<file path="src/hw/rtl/assert_macros.svh">
// Assertion macros used by the top level of the group membership table.
`ifndef ASSERT_MACROS_SVH
`define ASSERT_MACROS_SVH

`ifndef SYNTHESIS

// Check a property at every rising clock edge outside reset.
`define ASSERT_PROP(label, clk, rst, prop, msg) \
   label: assert property (@(posedge clk) disable iff (rst) (prop)) else $error(msg);

// Check that the consequent holds in the cycle of the antecedent.
`define ASSERT_IMPL(label, clk, rst, ante, cons, msg) \
   label: assert property (@(posedge clk) disable iff (rst) (ante) |-> (cons)) else $error(msg);

// Check that the consequent holds in the cycle after the antecedent.
`define ASSERT_NEXT(label, clk, rst, ante, cons, msg) \
   label: assert property (@(posedge clk) disable iff (rst) (ante) |=> (cons)) else $error(msg);

`else

`define ASSERT_PROP(label, clk, rst, prop, msg)
`define ASSERT_IMPL(label, clk, rst, ante, cons, msg)
`define ASSERT_NEXT(label, clk, rst, ante, cons, msg)

`endif

`endif

</file>
<file path="src/hw/rtl/gmt_pkg.sv">
// Types, constants and codes shared by the group membership table modules.
`timescale 1ns / 1ps
package gmt_pkg;

   localparam int NUM_GROUPS_DEFAULT  = 16;
   localparam int GROUP_SLOTS_DEFAULT = 128;

   localparam int OP_W        = 2;
   localparam int GID_W       = 8;
   localparam int MID_W       = 16;
   localparam int STATUS_W    = 3;
   localparam int CNT_W       = 8;
   localparam int CFG_COUNT_W = 5;
   localparam int CAP_W       = 8;
   localparam int DATA_W      = 32;
   localparam int ADDR_W      = 3;

   localparam logic [CFG_COUNT_W-1:0] GROUP_COUNT_RESET    = 5'd16;
   localparam logic [CAP_W-1:0]       GROUP_CAPACITY_RESET = 8'd100;

   // register index, taken from the word address bit
   localparam logic REG_GROUP_COUNT    = 1'b0;
   localparam logic REG_GROUP_CAPACITY = 1'b1;

   typedef enum logic [OP_W-1:0] {
      OP_JOIN  = 2'd0,
      OP_LEAVE = 2'd1,
      OP_QUERY = 2'd2
   } op_type;

   typedef enum logic [STATUS_W-1:0] {
      ST_OK            = 3'd0,
      ST_INVALID_GROUP = 3'd1,
      ST_FULL          = 3'd2,
      ST_ALREADY       = 3'd3,
      ST_NOT_FOUND     = 3'd4,
      ST_NOT_MEMBER    = 3'd5
   } status_type;

   typedef enum logic [2:0] {
      S_CLEAR,
      S_IDLE,
      S_READ_SIZE,
      S_CHECK,
      S_SCAN,
      S_DRAIN,
      S_UPDATE,
      S_RESULT
   } state_type;

   typedef struct packed {
      logic clear_step;
      logic capture;
      logic size_read;
      logic check;
      logic scan_step;
      logic update;
      logic emit;
   } cmd_type;

   typedef struct packed {
      logic clear_last;
      logic scan_last;
      logic need_scan;
   } stat_type;

endpackage

</file>
<file path="src/hw/rtl/gmt_ctrl.sv">
// Sequencer of the group membership table: clearing pass, lookup, scan and result.
`timescale 1ns / 1ps
module gmt_ctrl (
   input  logic              clock,
   input  logic              reset,
   input  logic              req_valid,
   output logic              req_stall,
   output logic              rsp_valid,
   input  logic              rsp_stall,
   input  gmt_pkg::stat_type stat,
   output gmt_pkg::cmd_type  cmd
);
   import gmt_pkg::*;

   state_type state_ff, state_in;
   logic      rsp_valid_ff, rsp_valid_in;

   always_ff @(posedge clock) begin
      if (reset) begin
         state_ff     <= S_CLEAR;
         rsp_valid_ff <= 1'b0;
      end else begin
         state_ff     <= state_in;
         rsp_valid_ff <= rsp_valid_in;
      end
   end

   always_comb begin
      state_in  = state_ff;
      cmd       = '0;
      req_stall = 1'b1;
      case (state_ff)
         S_CLEAR: begin
            cmd.clear_step = 1'b1;
            if (stat.clear_last) begin
               state_in = S_IDLE;
            end
         end
         S_IDLE: begin
            req_stall = 1'b0;
            if (req_valid) begin
               cmd.capture = 1'b1;
               state_in    = S_READ_SIZE;
            end
         end
         S_READ_SIZE: begin
            cmd.size_read = 1'b1;
            state_in      = S_CHECK;
         end
         S_CHECK: begin
            cmd.check = 1'b1;
            state_in  = stat.need_scan ? S_SCAN : S_RESULT;
         end
         S_SCAN: begin
            cmd.scan_step = 1'b1;
            if (stat.scan_last) begin
               state_in = S_DRAIN;
            end
         end
         S_DRAIN: begin
            state_in = S_UPDATE;
         end
         S_UPDATE: begin
            cmd.update = 1'b1;
            state_in   = S_RESULT;
         end
         S_RESULT: begin
            // wait until the output register is free or being emptied
            if (!rsp_valid_ff || !rsp_stall) begin
               cmd.emit = 1'b1;
               state_in = S_IDLE;
            end
         end
         default: begin
            state_in = S_CLEAR;
         end
      endcase
   end

   assign rsp_valid_in = cmd.emit | (rsp_valid_ff & rsp_stall);
   assign rsp_valid    = rsp_valid_ff;

endmodule

</file>
<file path="config.mk">
export PLATFORM = sky130hd
export DESIGN_NAME = gmt_ctrl
export DESIGN_NICKNAME = d
export VERILOG_FILES = /design/src/hw/rtl/assert_macros.svh /design/src/hw/rtl/gmt_pkg.sv /design/src/hw/rtl/gmt_ctrl.sv
export SDC_FILE = /design/constraint.sdc
export NUM_CORES = 1
export LEC_CHECK = 0
export BUFFER_PORTS_ARGS = -buffer_cell sky130_fd_sc_hd__buf_2
export CORE_AREA = 2 2 39 41
export CTS_BUF_LIST = sky130_fd_sc_hd__clkbuf_8
export CTS_CLUSTER_DIAMETER = 120
export DETAILED_ROUTE_END_ITERATION = 7
export DIE_AREA = 0 0 41 43
export GPL_TIMING_DRIVEN = 0
export PLACE_DENSITY = 0.45
export RECOVER_POWER = 25
export SETUP_SLACK_MARGIN = 0.3
export SLEW_MARGIN = 10
export SYNTH_ARGS = -nofsm -noshare
export SYNTH_HDL_FRONTEND = slang
export SYNTH_SLANG_ARGS = --single-unit
</file>
<file path="constraint.sdc">
create_clock -name clock -period 1.1 [get_ports clock]
set_input_delay 0.22 -clock clock [delete_from_list [all_inputs] [get_ports clock]]
set_output_delay 0.22 -clock clock [all_outputs]
set_load 0.02 [all_outputs]
</file>
# Word level (Yosys, flattened, before mapping)
# Cells that the tools add are included.
dict set report totals {
  word_cells 36
  regBits 4
  input_bits 7
  out_inout_bits 9
}
dict set report classes {
  eq_ne 11
  muxes 16
  bitwise 2
  n_reduce_logical 5
}
# cell count
set op_table {}
lappend op_table {{3-bit one-hot mux with 8 select lines} 1}
lappend op_table {{3-bit equality test (second input constant)} 4}
lappend op_table {{3-bit two-way mux} 4}
lappend op_table {{1-bit two-way mux} 10}
lappend op_table {{2-bit inequality test (second input constant)} 4}
lappend op_table {{3-bit by 2-bit equality test with 1-bit output (second input constant)} 2}
lappend op_table {{4-bit AND reduction} 1}
lappend op_table {{3-bit by 1-bit equality test with 1-bit output (second input constant)} 1}
lappend op_table {{3-bit zero test} 1}
lappend op_table {{1-bit zero test} 2}
lappend op_table {{2-bit two-way mux} 1}
lappend op_table {{1-bit bitwise AND} 1}
lappend op_table {{1-bit logical OR} 1}
lappend op_table {{1-bit bitwise OR} 1}

# Logic depth before layout (Yosys ltp)
# Gate-level depths: netlist of run 1.
dict set report logic_depth {
  word_depth 5
  ltp_mapped 4
  ltp_nobuf 3
}

# Worst setup path after synthesis of run 1
# Ideal clock, no wire load.
dict set report synth_timing {
  kind {reg-to-output}
  startpoint {register state_ff[0]}
  endpoint {output port cmd[5] (netlist name)}
  arrival_ns 1.131
  required_ns 0.880
  path_stages_with_launch 4
  path_buffers 1
  path_slack_ns -0.251
  path_cell_list {dfxtp_1 > buf_6 > or3b_1 > nor2_2}
}
# item line
set synth_rtl {}
lappend synth_rtl {{from (decl)} gmt_ctrl.sv:15} ;# state_type state_ff, state_in;
lappend synth_rtl {{from (signal assigned)} gmt_ctrl.sv:23} ;# state_ff <= state_in;
lappend synth_rtl {{to (decl)} gmt_ctrl.sv:11} ;# output gmt_pkg::cmd_type cmd

==> metrics.yaml, run 1 <==
setup_viol: 9
viasPerCell: 4.48
drive_above_1_share_pct: 79.7
synthMostInstantiatedCell: "nor2_1"
synthFlopType: "dfxtp_1"
p_per_area_mw_per_mm2: 1150
final_nets: 68
power_uw: 749
vias: 336
die_h_um: 43
dieArea_mm2: 0.00176
cp.arrival_ns: 1.21
synthCells: 33
maxCapViolCount: 0
drt_iter0_drc: 5
tritoncts: "built"
ctsHtreeMaxLevel: 1
ys_seq_area_share_pct: 30.9
die_x_um: 41
hold_viol: 0
coreArea_mm2: 0.00138
cts-root-buf: "clkbuf_8"
ys_ff_latch: 4
place_congestion: 0.611
p_switching_uw: 211
clockBufferDepth: 2
clkTransAtPathRegs_ns: 0.03
grtUsageTotal_pct: 12.1
place_inst: 64
ys_warn_count: 0
layout.cells.non_filler: 75
diodes: 0
switching_share_pct: 28.2
clk_latency_ns: 0.21
grt_max_degree: 11
async_reset_ff_share_pct: 0
fin_crit_sh_pct: 130
drc: 0
nFillCells: 140
drtPass1Iterations: 4
clock_skew_ns: 0.00355
combPwrFrac_pct: 38.2
report.final.slew_viol_count: 0
synth_common_cells: "nor2_1 (5), dfxtp_1 (4), nor3_1 (3)"
wl_per_cell_um: 11.3
synthDistinctLibCells: 22
dpl_cell_area_um2: 398
grt_pass1_wl_mm: 1.44
violations: "negative setup slack"
rsz0062_at_grt: "true"
internal_power_uw: 538
synth_edf_count: 0
critical_path_required_ns: 0.88
dpl.hpwl_um: 475
start_util_pct: 18.7
synth_nets: 40
synthTopCellsByArea: "dfxtp_1 (31%), nor2_1 (7.2%), nor3_1 (5.8%)"
cp-start-kind: "flip-flop"
grt_pass1_vias: 330
antenna_left: 0
antenna_found_initial: 0
synth_top_area_share_pct: 30.9
clockPowerShare_pct: 40.0
cts_num_sinks: 4
rows: 14
hold_class: "input pin to flip-flop"
synth_top_area_cell: "dfxtp_1"
synthToLayoutAreaGrowth_pct: 152
tightest_slew_ns: 0.272
criticalPathCategory: "flip-flop to primary output"
numCtsBuffers: 3
path_max_fanout: 2
p_leak_uw: 0.000276
syn-cell-area_um2: 259
max_freq_mhz: 700
syn_area_per_cell_um2: 7.85
status: "complete, but fails checks"
io_pins: 16
worstSetupEndpointType: "primary output"
io_buffers: 15
grt-ovfl-total: 0
fin_util_pct: 47.1
slew_headroom_pct: 81.3
postCtsHoldBufs: 0
totalWireLength_um: 847
worst_slack_ns: -0.328
period_needed_ns: 1.43
design_area_um2: 652
vdd_drop_max_mv: 1.12
power.share.sequential_pct: 21.7
## power by group through the flow
stage               clock [uW]  combinational, uW  sequential, uW
floorplan                    0                115             165
global placement             0                159             167
detailed placement           0                158             167
CTS                        314                251             160
global route               328                307             164
finish                     300                286             163
## layout make-up
| class | instances | area (um2) | area share (%) |
|---|---|---|---|
| Inverter | 1 | 3.75 | 0.576 |
| Sequential cell | 4 | 86.3 | 13.2 |
| Multi-Input combinational cell | 25 | 258 | 39.5 |
| Timing Repair Buffer | 23 | 209 | 32.1 |
| Tap cell | 16 | 20.0 | 3.07 |
| Clock buffer | 3 | 41.3 | 6.33 |
| Buffer | 3 | 33.8 | 5.18 |
## state kept, by name, indices dropped and copies added (netlist names)
signal     cells
state_ff       3
rsp_valid      1
## routing by layer
metal	wire length (um)	up-vias	GRT usage, %	part of all wire [%]
li1	-	169	-	-
met1	334	152	15.2	39
met2	447	15	19.1	53
met3	65	0	6.28	7.7
met4	0	0	0	0
met5	0	-	0	0
## logic make-up after synthesis
logic type	count (synthesis)	share of synthesized area [%]
AO/OA/AOI/OAI	7	18.8
flip-flops	4	30.9
AND/OR/NAND/NOR	17	35.8
buffers and inverters	4	10.6
multiplexers	1	3.86
## worst max-delay path, cell delays in order (launching register included)
cell and delay [ns]:
dfxtp_2 0.31, buf_6 0.09, or3b_4 0.39, nor2_4 0.09, buf_6 0.11
## placed cells by master (no fill, tap or decap), drive strengths merged, types with 2 or more instances in the layout
master / instances
nor2: 6
clkbuf: 3
nor3: 3
a21oi: 3
nand2: 2
buf: 26
dfxtp: 4
## repair_timing
action / in CTS / in global routing
cloned: 0 / 0
pin swaps: 6 / 1
gates resized for setup: 30 / 6
buffers inserted: 7 / 1
setup endpoints to repair: 13 / 13
## stage by stage
step | hold slack [ns] | setup slack [ns] | setup TNS, ns
5_1_grt | 0.256 | -0.372 | -2.23
2_1_floorplan | 0.289 | -0.121 | -0.174
3_3_place_gp | 0.442 | -0.167 | -0.396
3_5_place_dp | 0.439 | -0.170 | -0.381
4_1_cts | 0.212 | -0.332 | -1.77
6_report | 0.249 | -0.328 | -1.83
## final timing paths
check	startpoint	slack, ns	cells after the start	end
max	state_ff[0]	-0.33	4	cmd[5]
min	reset	0.25	2	state_ff[0]
max reg2reg	state_ff[0]	-0.02	7	state_ff[1]
min reg2reg	rsp_valid	0.56	2	rsp_valid
(Power assumes the default switching activity.)
==> run 2, diff against run 1 <==
Settings changed: ABC_AREA set to 1, CTS_CLUSTER_SIZE set to 8.
==> metrics.yaml, run 2 <==
cp-start-kind: "flip-flop"
design_area_um2: 657
clock_skew_ns: 0.00810
critPathBufInv: 2
setup_viol: 11
synthToLayoutAreaGrowth_pct: 143
final_nets: 87
top_register: "state_ff"
antenna_left: 0
cts_num_sinks: 4
report.final.slew_viol_count: 0
postCtsHoldBufs: 0
hold_viol: 0
hold_class: "input pin to flip-flop"
fin_util_pct: 47.5
worst_slack_ns: -0.153
drive_above_1_share_pct: 72.2
pre_cts_slack_ns: -0.0277
synthFlopType: "dfxtp_1"
grtUsageTotal_pct: 12.5
start_util_pct: 19.5
grt_pass1_vias: 379
synth_top_area_share_pct: 29.6
wl_per_cell_um: 8.99
period_needed_ns: 1.25
layout.cells.most_common: "buf_4"
cts-root-buf: "clkbuf_8"
synth_top_area_cell: "dfxtp_1"
rsz0062_at_grt: "true"
layout.cells.non_filler: 95
cpMostUsedCell: "nor2_4"
critical_path.cell_chain: "inv_4 -> nor2_4 -> nand2_2 -> nor2_4 -> buf_6"
clk_latency_ns: 0.22
drt_iter0_drc: 4
tightest_slew_ns: 0.206
grt_pass1_wl_mm: 1.48
synthMostInstantiatedCell: "nor2_1"
layout_common_cells: "buf_4 (10), buf_6 (8), nor2_4 (7), buf_2 (7)"
ys_warn_count: 0
synth_nets: 57
place_congestion: 0.650
status: "complete, but fails checks"
p_leak_uw: 0.000332
p_per_area_mw_per_mm2: 2450
slowest_delay_ns: 0.39
ys_ff_latch: 4
hold_ws_ns: 0.179
synthTopCellsByArea: "dfxtp_1 (30%), nor2_1 (18%), nand2_1 (17%)"
rows: 14
dpl.hpwl_um: 539
reg2reg_from: "state_ff[0]"
synthDistinctLibCells: 11
drc: 0
crit_slowest_cell: "dfxtp_4"
dieArea_mm2: 0.00176
antenna_found_initial: 0
die_h_um: 43
synth_edf_count: 0
worstSetupEndpointType: "primary output"
holdCritStartpoint: "reset"
diodes: 0
async_reset_ff_share_pct: 0
path_max_fanout: 4
violations: "negative setup slack"
totalWireLength_um: 854
drtPass1Iterations: 2
fin_crit_sh_pct: 114
place_inst: 81
ctsHtreeMaxLevel: 1
tritoncts: "built"
clockBufferDepth: 2
critPathLaunch: "state_ff[0]"
cp_top_family: "flip-flops"
synthCells: 50
slew_headroom_pct: 86.1
io_pins: 16
syn-cell-area_um2: 270
coreArea_mm2: 0.00138
vdd_drop_max_mv: 0.835
criticalPathCategory: "flip-flop to primary output"
syn_area_per_cell_um2: 5.41
ys_seq_area_share_pct: 29.6
largest_register_ffs: 3
viasPerCell: 4.04
cp.arrival_ns: 1.03
vias: 384
clkTransAtPathRegs_ns: 0.04
grt_max_degree: 9
die_x_um: 41
grt-ovfl-total: 0
dpl_cell_area_um2: 433
io_buffers: 15
critical_path_required_ns: 0.88
max_freq_mhz: 798
numCtsBuffers: 3
synth_common_cells: "nor2_1 (13), nand2_1 (12), inv_1 (9)"
maxCapViolCount: 0
[run 2: final cells by class]
class                           count  area, um2
Clock inverter                      1       3.75
Timing Repair Buffer               25        200
Fill cell                         145        727
Clock buffer                        3       41.3
Sequential cell                     4       91.3
Inverter                           10       45.0
Multi-Input combinational cell     36        255
Tap cell                           16       20.0
[run 2: routing by layer]
| metal | up-vias | wire length [um] | global-route usage (%) |
|---|---|---|---|
| met5 | - | 0 | 0 |
| met4 | 0 | 0 | 2.00 |
| met3 | 0 | 72 | 7.85 |
| met2 | 15 | 411 | 19.7 |
| met1 | 161 | 370 | 14.1 |
| li1 | 208 | - | - |
[run 2: through the flow]
step                      total power (uW)  setup TNS (ns)
final                                 1610           -1.18
after global routing                  1750           -1.86
after CTS                             1510           -1.11
after detailed placement               867         -0.0419
after global placement                 866         -0.0684
after floorplan                        720               0
[run 2: where the power goes]
part / internal, uW / switching [uW] / total, uW
logic: 478 / 509 / 987
registers: 210 / 97.7 / 308
clock network: 238 / 79.6 / 318
[run 2: path summary, 6_finish.rpt]
kind,endpoint,slack [ns],cells past startpoint
setup reg to reg,state_ff[2],-0.05,8
setup / recovery,cmd[5],-0.15,5
hold reg to reg,rsp_valid,0.50,2
hold / removal,rsp_valid,0.18,2
[run 2: kinds of logic after synthesis]
| kind of cell | count (synthesis) | share of synthesized area (%) |
|---|---|---|
| compound gates | 5 | 9.26 |
| buf+inv | 10 | 13.9 |
| flops | 4 | 29.6 |
| simple gates | 31 | 47.2 |
[run 2: what timing repair did]
action                     in CTS  in global routing
cloned                          0                  0
setup endpoints to repair      13                 13
pin swaps                       8                  9
hold endpoints to repair        0                  0
setup buffers                   7                  3
resized for setup              27                  5
